===== src/rtl/ubds_pkg.sv =====
// Shared widths and constants for the UART baud divisor selector.
package ubds_pkg;

    localparam int ClkBits  = 28;
    localparam int BaudBits = 24;
    localparam int DivBits  = 28;
    localparam int Q16Bits  = ClkBits - 4;
    localparam int Q4Bits   = ClkBits - 2;
    localparam int ProdBits = ClkBits + 10;

    localparam logic [ClkBits-1:0]  ClockReset = 28'd40_000_000;
    localparam logic [ProdBits-1:0] ErrScale   = 38'd1000;
    localparam logic [ProdBits-1:0] ErrLimit   = 38'd25;
    localparam logic [15:0]         DivisorMax = 16'hFFFF;

    typedef struct packed {
        logic [1:0]          tag;
        logic [BaudBits-1:0] baud;
    } t_side;

    typedef struct packed {
        logic [1:0]          tag;
        logic [BaudBits-1:0] baud;
        logic [Q16Bits-1:0]  q16;
        logic [Q4Bits-1:0]   q4;
    } t_mid;

    typedef struct packed {
        logic [ClkBits-1:0] err;
        logic               take_second;
    } t_pick;

endpackage


===== src/rtl/ubds_pick.sv =====
// Candidate compare: actual rates of q-1 and q, absolute errors, pick the better one.
module ubds_pick (
    input  logic                            i_high,
    input  logic [ubds_pkg::BaudBits-1:0]   i_baud,
    input  logic [ubds_pkg::ClkBits-1:0]    i_quo_lo,
    input  logic [ubds_pkg::ClkBits-1:0]    i_quo_hi,
    output ubds_pkg::t_pick                 o_pick
);

    localparam int W = ubds_pkg::ClkBits;

    logic [W-1:0] rate1;
    logic [W-1:0] rate2;
    logic [W-1:0] baud_w;
    logic [W-1:0] err1;
    logic [W-1:0] err2;

    // C/(d*m) == (C/m)/d
    assign rate1  = i_high ? (i_quo_lo >> 2) : (i_quo_lo >> 4);
    assign rate2  = i_high ? (i_quo_hi >> 2) : (i_quo_hi >> 4);
    assign baud_w = W'(i_baud);
    assign err1   = (rate1 > baud_w) ? (rate1 - baud_w) : (baud_w - rate1);
    assign err2   = (rate2 > baud_w) ? (rate2 - baud_w) : (baud_w - rate2);

    // tie goes to the second candidate
    assign o_pick.take_second = !(err1 < err2);
    assign o_pick.err         = (err1 < err2) ? err1 : err2;

endmodule


===== config.mk =====
export PLATFORM = sky130hd
export DESIGN_NAME = ubds_pick
export DESIGN_NICKNAME = d
export VERILOG_FILES = /design/src/rtl/ubds_pkg.sv /design/src/rtl/ubds_pick.sv
export SDC_FILE = /design/constraint.sdc
export NUM_CORES = 1
export LEC_CHECK = 0
export BUFFER_PORTS_ARGS = -buffer_cell sky130_fd_sc_hd__buf_2
export CAP_MARGIN = 0
export CORE_ASPECT_RATIO = 1.25
export CORE_MARGIN = 1.5
export CORE_UTILIZATION = 45
export DETAILED_ROUTE_END_ITERATION = 6
export PLACE_DENSITY = 0.7
export SLEW_MARGIN = 10
export SYNTH_ARGS = -nofsm -noshare
export SYNTH_HDL_FRONTEND = slang
export SYNTH_SLANG_ARGS = --single-unit

===== constraint.sdc =====
create_clock -name vclk -period 9.2
set_input_delay 0.46 -clock vclk [all_inputs]
set_output_delay 0.46 -clock vclk [all_outputs]
set_load 0.01 [all_outputs]

==> impl_results.md <==
- Die Ht: 140 um
- CP max stage delay: 0.59 ns
- Drt wl/cell: 18.1 um
- Sequential power share: 0%
- Register area: 0 um^2
- Sw power: 574 uW
- Drt initial violations: 564
- FFs & Latches: 0
- Hold Path Class: input port to output pin
- Detailed-route via count: 7131
- Pleak: 3.72 nW
- Global Route Usage Sum: 25.9%
- Clock power frac: 0%
- Max rail drop VDD: 143 uV
- Final Max Tran Viols: 0
- # IOs: 110
- Most Frequent Cell on Critical Path: a21oi_1
- DRC violations left: 0
- Final ANT Viol Nets: 0
- Postcts setup bufs: 0
- Final Util: 48.6%
- Internal: 378 uW
- Syn_area_per_cell: 7.13 um^2
- Crit path launch type: input port
- Worst-Margin Slew: 1.05 ns
- Detailed Route WL: 21600 um
- Place WS: 1.52 ns
- Sequential area share after synthesis: 0%
- Fillers: 1542
- Vias in the first global route: 6625
- Hold Buf Count CTS: 0
- Ratio of cells with drive above 1 in the final layout: 14.2%
- Die Wd: 113 um
- Min Tclk post-route: 7.73 ns
- Post-Route Setup TNS: 0 ns
- Crit-path slowest cell: a31o_4
- RSZ-0062 raised after global routing: false
- Grt ovf: 0
- Port Buffer Count: 106
- Final Cell Area: 7230 um^2
- Yosys cell types: 77
- Net Sw Frac: 60.3%
- Combinational share of power: 100.0%
- Power Dens Cells: 132 nW/um^2
- Hold Violations, Final: 0
- Peak Freq: 0.129 GHz
- Endpoints failing setup: 0
- DP HPWL: 18400 um
- Max-Cap Viols: 0
- Synth Net Count: 1162
- First drt pass iteration count: 5
- Syn Inst Count: 953
- Critical Path RT: 8.74 ns
- Syn. warnings: 0
- Initial antenna violation count: 1
- Initial core utilization: 45.6%
- Core ar.: 14900 um^2
- Largest net degree at the start of global routing: 41
- Status: completed
- Clk_buf instances: 0
- Num rows: 50
- Layout area overhead: 6.50%
- Worst EP arrival: 7.27 ns
- Worst setup path class: input port to output pin
- Cts repair resizes: 0
- Die area: 15800 um^2
- Post-Syn Area: 6790 um^2
- Fin worst setup slack: 1.47 ns
- Endpoint kind of the worst setup timing path: output pin
- Slew HR: 30.3%
- Critical-path maximum fanout: 40
- Placed cell area: 7230 um^2
- Via density: 5.98
- Final worst path period share: 84.0%
- Global placer's final weighted congestion: 0.960
- Global-route wire length before repair: 33300 um
- Nets: 1221
## layout make-up
type	instances	area [um^2]	area share, %
tap	182	228	3.15
antenna	1	2.50	0.0346
timing repair buffer	111	568	7.85
inverter	109	409	5.66
multi-input combinational	790	6020	83.3
## cells in the final DEF (no fill, tap or decap), types with 7 or more instances in the layout
master    instances
a21oi_1         114
xor2_1           16
a21o_1           28
a31oi_1           7
nor2_1           66
nand2b_1          9
o21bai_1         12
o21ai_1          12
xnor2_1          30
o21ai_0          37
nand3_1          27
o31ai_1           9
buf_2           106
inv_1           109
ha_1            124
o211ai_1         14
nand2_1          57
nor2b_1          13
mux2i_1          80
o21a_1           17
nor3_1            9
a211oi_1         12
nand4_1          17
## metal layers
layer	GRT usage, %	vias up	wire [um]
li1	-	3514	-
met1	32.9	3286	9420
met2	46.4	280	10200
met3	1.86	51	1130
met4	8.49	0	850
met5	0	-	0
## worst max-delay path, delay by kind of cell
family / cells / cell delay [ns]
xor gates and xnor gates: 1 / 0.32
adders and majority gates: 2 / 0.67
and+or+nand+nor: 2 / 0.21
muxes: 1 / 0.41
buffers and inverters: 5 / 1.48
AOI/OAI and AO/OA: 14 / 3.66
## stage by stage
stage	hold WS, ns	instances	total power [mW]
2_1_floorplan	1.23	953	0.685
3_3_place_gp	1.52	1192	0.924
3_5_place_dp	1.52	1192	0.933
4_1_cts	1.53	1192	0.939
5_1_grt	1.54	1192	1.04
6_report	1.53	1193	0.952
## power by group through the flow
stage          registers (mW)  logic (mW)  clock network, mW
2_1_floorplan               0       0.685                  0
6_report                    0       0.952       0.0000000146
3_3_place_gp                0       0.924                  0
5_1_grt                     0        1.04                  0
3_5_place_dp                0       0.933                  0
4_1_cts                     0       0.939                  0
## synthesized netlist by cell type, drive strengths merged (16+ instances only)
library cell | count | share of area, %
inv | 109 | 6.0
nand4 | 18 | 1.8
nand2 | 59 | 3.3
mux2i | 81 | 12
xor2 | 16 | 2.1
nand3 | 27 | 2.0
a21oi | 119 | 9.0
nor2 | 66 | 3.6
xnor2 | 30 | 3.9
ha | 124 | 23
o21a | 17 | 1.9
buf | 46 | 4.9
o21ai | 51 | 4.0
a21o | 28 | 3.1
## kinds of logic after synthesis
family,synth area share [%]
mux,12.8
buf+inv,11.4
simple gates,15.7
xor+xnor,5.93
compound gates,30.1
fa+ha+maj,24.0
## worst paths after layout
path / from / end / slack (ns) / cells past startpoint
worst max-delay path: i_high / o_pick[12] / 1.47 / 25
worst min-delay path: i_quo_lo[2] / o_pick[1] / 1.53 / 6
No activity file was read; power rests on OpenSTA's default activity.
