File: src/rtl/ubds_pkg.sv
// Shared widths and constants for the UART baud divisor selector.
package ubds_pkg;

    localparam int ClkBits  = 28;
    localparam int BaudBits = 24;
    localparam int DivBits  = 28;
    localparam int Q16Bits  = ClkBits - 4;
    localparam int Q4Bits   = ClkBits - 2;
    localparam int ProdBits = ClkBits + 10;

    localparam logic [ClkBits-1:0]  ClockReset = 28'd40_000_000;
    localparam logic [ProdBits-1:0] ErrScale   = 38'd1000;
    localparam logic [ProdBits-1:0] ErrLimit   = 38'd25;
    localparam logic [15:0]         DivisorMax = 16'hFFFF;

    typedef struct packed {
        logic [1:0]          tag;
        logic [BaudBits-1:0] baud;
    } t_side;

    typedef struct packed {
        logic [1:0]          tag;
        logic [BaudBits-1:0] baud;
        logic [Q16Bits-1:0]  q16;
        logic [Q4Bits-1:0]   q4;
    } t_mid;

    typedef struct packed {
        logic [ClkBits-1:0] err;
        logic               take_second;
    } t_pick;

endpackage

File: src/rtl/ubds_div.sv
// Pipelined restoring divider: clock value over a divisor, one quotient bit per stage.
module ubds_div (
    input  logic                           i_clk,
    input  logic                           i_en,
    input  logic [ubds_pkg::ClkBits-1:0]   i_clock_hz,
    input  logic [ubds_pkg::DivBits-1:0]   i_divisor,
    output logic [ubds_pkg::ClkBits-1:0]   o_quotient
);

    localparam int N = ubds_pkg::DivBits;
    localparam int W = ubds_pkg::ClkBits;

    logic [W-1:0] r_rem [N];
    logic [W-1:0] r_quo [N];
    logic [N-1:0] r_dvs [N];

    for (genvar s = 0; s < N; s++) begin : g_stage
        logic [W-1:0] rem_in;
        logic [W-1:0] quo_in;
        logic [N-1:0] dvs_in;
        logic [W:0]   trial;
        logic [W-1:0] n_rem;
        logic         n_bit;

        if (s == 0) begin : g_first
            assign rem_in = '0;
            assign quo_in = '0;
            assign dvs_in = i_divisor;
        end else begin : g_next
            assign rem_in = r_rem[s-1];
            assign quo_in = r_quo[s-1];
            assign dvs_in = r_dvs[s-1];
        end

        // user holds dividend static while items in flight (unchecked); bits MSB first
        assign trial = {rem_in, i_clock_hz[W-1-s]};

        always_comb begin
            if (trial >= {1'b0, dvs_in}) begin
                n_bit = 1'b1;
                n_rem = W'(trial - {1'b0, dvs_in});
            end else begin
                n_bit = 1'b0;
                n_rem = trial[W-1:0];
            end
        end

        always_ff @(posedge i_clk) begin
            if (i_en) begin
                r_rem[s] <= n_rem;
                r_quo[s] <= {quo_in[W-2:0], n_bit};
                r_dvs[s] <= dvs_in;
            end
        end
    end

    assign o_quotient = r_quo[N-1];

endmodule

File: config.mk
export PLATFORM = sky130hd
export DESIGN_NAME = ubds_div
export DESIGN_NICKNAME = d
export VERILOG_FILES = /design/src/rtl/ubds_pkg.sv /design/src/rtl/ubds_div.sv
export SDC_FILE = /design/constraint.sdc
export NUM_CORES = 2
export LEC_CHECK = 0
export ABC_CLOCK_PERIOD_IN_PS = 9740
export BUFFER_PORTS_ARGS = -buffer_cell sky130_fd_sc_hd__buf_4
export CAP_MARGIN = 10
export CORE_ASPECT_RATIO = 2
export CORE_MARGIN = 5
export CORE_UTILIZATION = 58
export DETAILED_ROUTE_END_ITERATION = 10
export GPL_TIMING_DRIVEN = 0
export PLACE_DENSITY = 0.79
export SLEW_MARGIN = 20
export SYNTH_ARGS = -nofsm -noshare
export SYNTH_HDL_FRONTEND = slang
export SYNTH_SLANG_ARGS = --single-unit
File: constraint.sdc
create_clock -name i_clk -period 9.74 [get_ports i_clk]
set_input_delay 0.974 -clock i_clk [delete_from_list [all_inputs] [get_ports i_clk]]
set_output_delay 0.974 -clock i_clk [all_outputs]
set_load 0.03 [all_outputs]
==> results.json <==
{
  "antenna_found_initial": 8,
  "die_area_mm2": 0.189,
  "numCtsBuffers": 178,
  "die_h_um": 610,
  "synthArstFlopShare": 0,
  "cts_resized": 0,
  "power_density_mw_per_mm2": 349,
  "grt_max_degree": 160,
  "syn_inst": 8862,
  "cts_buffer_depth": 4,
  "dp_hpwl_um": 229000,
  "grt_use_total": 0.305,
  "synth-edff-count": 1918,
  "max-slew-margin-rel": 0.102,
  "synth_ff_type": "edfxtp_1",
  "drtAntennaViolNets": 0,
  "rr_startpoint": "r_dvs[1][141]$_DFFE_PP_",
  "initial_core_util": 0.582,
  "drtIter0Drc": 5065,
  "critical_path_class": "register to register",
  "dpl_cell_area_mm2": 0.108,
  "synth_area_per_cell_um2": 11.8,
  "numClockSinks": 1918,
  "worst_setup_path_end_kind": "register",
  "finClkSkew_ns": 0.0581,
  "ys_seq_elements": 1918,
  "grt_remaining_overflow": 0,
  "chipWidth_um": 310,
  "synth_largest_area_cell": "edfxtp_1",
  "vias_per_cell": 6.12,
  "clock_latency_ns": 0.88,
  "grt_pass1_wl_um": 433000,
  "synth_seq_area_share": 0.552,
  "drive_above_1_share": 0.0914,
  "ir_drop_mv": 0.185,
  "pin_count": 86,
  "worst_pin_slew_ns": 1.34,
  "dr_total_vias": 71017,
  "cellLeakagePower_nw": 46.8,
  "period_share": 0.578,
  "outcome": "completed",
  "synth_nets": 9704,
  "fmax_ghz": 0.178,
  "syn2layout_area_growth_pct": 9.59,
  "core_area_mm2": 0.179,
  "hold_violations": 0,
  "gp_congestion": 1.01,
  "hold_path_class": "input port to register",
  "grt_pass1_vias": 74697,
  "rrSetupSlack_ns": 4.11,
  "dr.pass1.iters": 7,
  "tns_ns": 0,
  "port_buffers": 85,
  "rows": 220,
  "rsz0062_at_grt": "false",
  "drc_errors": 0,
  "wl_um": 292000,
  "start_kind": "register",
  "cts_root_buffer": "clkbuf_16",
  "yosys.area.top_type_share": 0.552,
  "yosys.cell_types.count": 105,
  "finalInstanceArea_mm2": 0.114,
  "rr_worst_depth": 13,
  "setup_viol": 0,
  "synth_warnings": 0,
  "cp.required_ns": 10.25,
  "slew_violations": 0,
  "cts_hold_buffers": 0,
  "crit_fanout": 10,
  "cp-startpoint": "r_dvs[1][141]$_DFFE_PP_",
  "cts_tree": "yes",
  "syn_area_mm2": 0.104,
  "r2r_end": "r_rem[1][186]$_DFFE_PP_",
  "fin_crit_ns": 5.63,
  "fillCellCount": 13709,
  "avgRoutedWirePerCell_um": 25.1,
  "synth_area_leaders": "edfxtp_1 55%, ha_1 9.1%, inv_1 3.4%",
  "post-cts-setup-buffers": 0,
  "cp-endpoint": "r_rem[1][186]$_DFFE_PP_",
  "maxCapViolCount": 0,
  "arrival_ns": 6.14,
  "htreeDepth": 4,
  "clkTransAtPathRegs_ns": 0.06,
  "layout.nets": 9985
}
worst max-delay path: stages (launching register included):
cell and delay [ns]:
edfxtp_1 0.50, inv_1 0.08, ha_1 0.29, nor2b_1 0.12
o21ai_0 0.09, nand2b_1 0.19, a2111oi_0 0.16, o31ai_1 1.11
a41oi_2 0.33, o21a_1 0.32, o311ai_1 0.72, a211oi_4 0.28
clkbuf_2 0.32, o21ai_0 0.77
cell usage after synthesis (73+ instances only):
cell and number:
xor2_1 252, nand2b_1 102, nor3_1 79, clkbuf_1 123, nand2_1 623, o21bai_1 75, nor2b_1 115, mux2_2 287
a21oi_1 606, edfxtp_1 1918, o21ai_0 592, xnor2_1 348, inv_1 941, ha_1 758, nor2_1 395, nand4_1 121
and3_1 78, nand3_1 130, a31oi_1 73, a21o_1 366, o21a_1 88
registers in the layout, indices dropped and copies added (netlist names):
signal  cells
r_dvs     756
r_quo     406
r_rem     756
stage by stage:
step                      power (W)  hold slack, ns   util  cells  setup WS, ns
after floorplan              0.0262           0.400      -   8862          5.82
after global placement       0.0320           0.400  0.602  11278         -9.43
after detailed placement     0.0322           0.405  0.604  11294          3.82
after CTS                    0.0397           0.277  0.638  11606          4.30
after global routing         0.0420           0.273  0.638  11609          4.26
final                        0.0399           0.303  0.638  11612          4.11
power breakdown:
part           internal (W)  switching [W]
sequential           0.0122        0.00148
combinational       0.00761         0.0113
clock               0.00419        0.00316
total                0.0240         0.0159
final cells by class:
| type | instances | area [um2] | area share |
|---|---|---|---|
| buffer | 200 | 915 | 0.00800 |
| timing repair buffer | 101 | 1050 | 0.00922 |
| sequential | 1918 | 57600 | 0.504 |
| antenna | 6 | 15.0 | 0.000131 |
| tap | 2331 | 2920 | 0.0255 |
| clock inverter | 107 | 1340 | 0.0117 |
| inverter | 943 | 3540 | 0.0310 |
| multi-input combinational | 5801 | 42200 | 0.370 |
| clock buffer | 205 | 4660 | 0.0408 |
logic make-up (layout without fill, tap and decap cells):
family / Yosys count / in the layout / synth area share
adder cells (fa/ha/maj): 784 / 784 / 0.0959
XOR/XNOR: 600 / 600 / 0.0504
other: 0 / 6 / 0
buffers and inverters: 1143 / 1556 / 0.0427
multiplexers: 344 / 344 / 0.0375
AND/OR/NAND/NOR: 1810 / 1810 / 0.0832
AO/OA/AOI/OAI: 2263 / 2263 / 0.138
flip-flops: 1918 / 1918 / 0.552
layer usage:
| layer | vias up | GRT usage | share of wire |
|---|---|---|---|
| met5 | - | 0 | 0.00018 |
| met4 | 8 | 0.321 | 0.14 |
| met3 | 1254 | 0.0415 | 0.036 |
| met2 | 2321 | 0.594 | 0.55 |
| met1 | 34323 | 0.237 | 0.28 |
| li1 | 33111 | - | - |
cell usage in the layout (no fill, tap or decap), types with 93 or more instances in the layout:
cell       instances
a21o_1           366
a21oi_1          606
buf_4             93
clkbuf_1         145
clkbuf_16        183
edfxtp_1        1918
ha_1             758
inv_1            941
mux2_2           287
nand2_1          623
nand2b_1         102
nand3_1          130
nand4_1          121
nor2_1           395
nor2b_1          115
o21ai_0          592
xnor2_1          348
xor2_1           252
worst min-delay path by stage:
stage | startpoint | end | slack [ns] | cells after the start
2_1_floorplan | r_quo[0][84]$_DFFE_PP_ | r_quo[0][113]$_DFFE_PP_ | 0.40 | 0
3_3_place_gp | r_quo[0][57]$_DFFE_PP_ | r_quo[0][86]$_DFFE_PP_ | 0.40 | 0
3_5_place_dp | r_quo[0][84]$_DFFE_PP_ | r_quo[0][113]$_DFFE_PP_ | 0.40 | 0
4_1_cts | i_divisor[17] | r_dvs[0][17]$_DFFE_PP_ | 0.28 | 1
5_1_grt | i_divisor[17] | r_dvs[0][17]$_DFFE_PP_ | 0.27 | 1
6_report | i_divisor[13] | r_dvs[0][13]$_DFFE_PP_ | 0.30 | 1
Note: power is estimated with default switching activity, not from simulation.
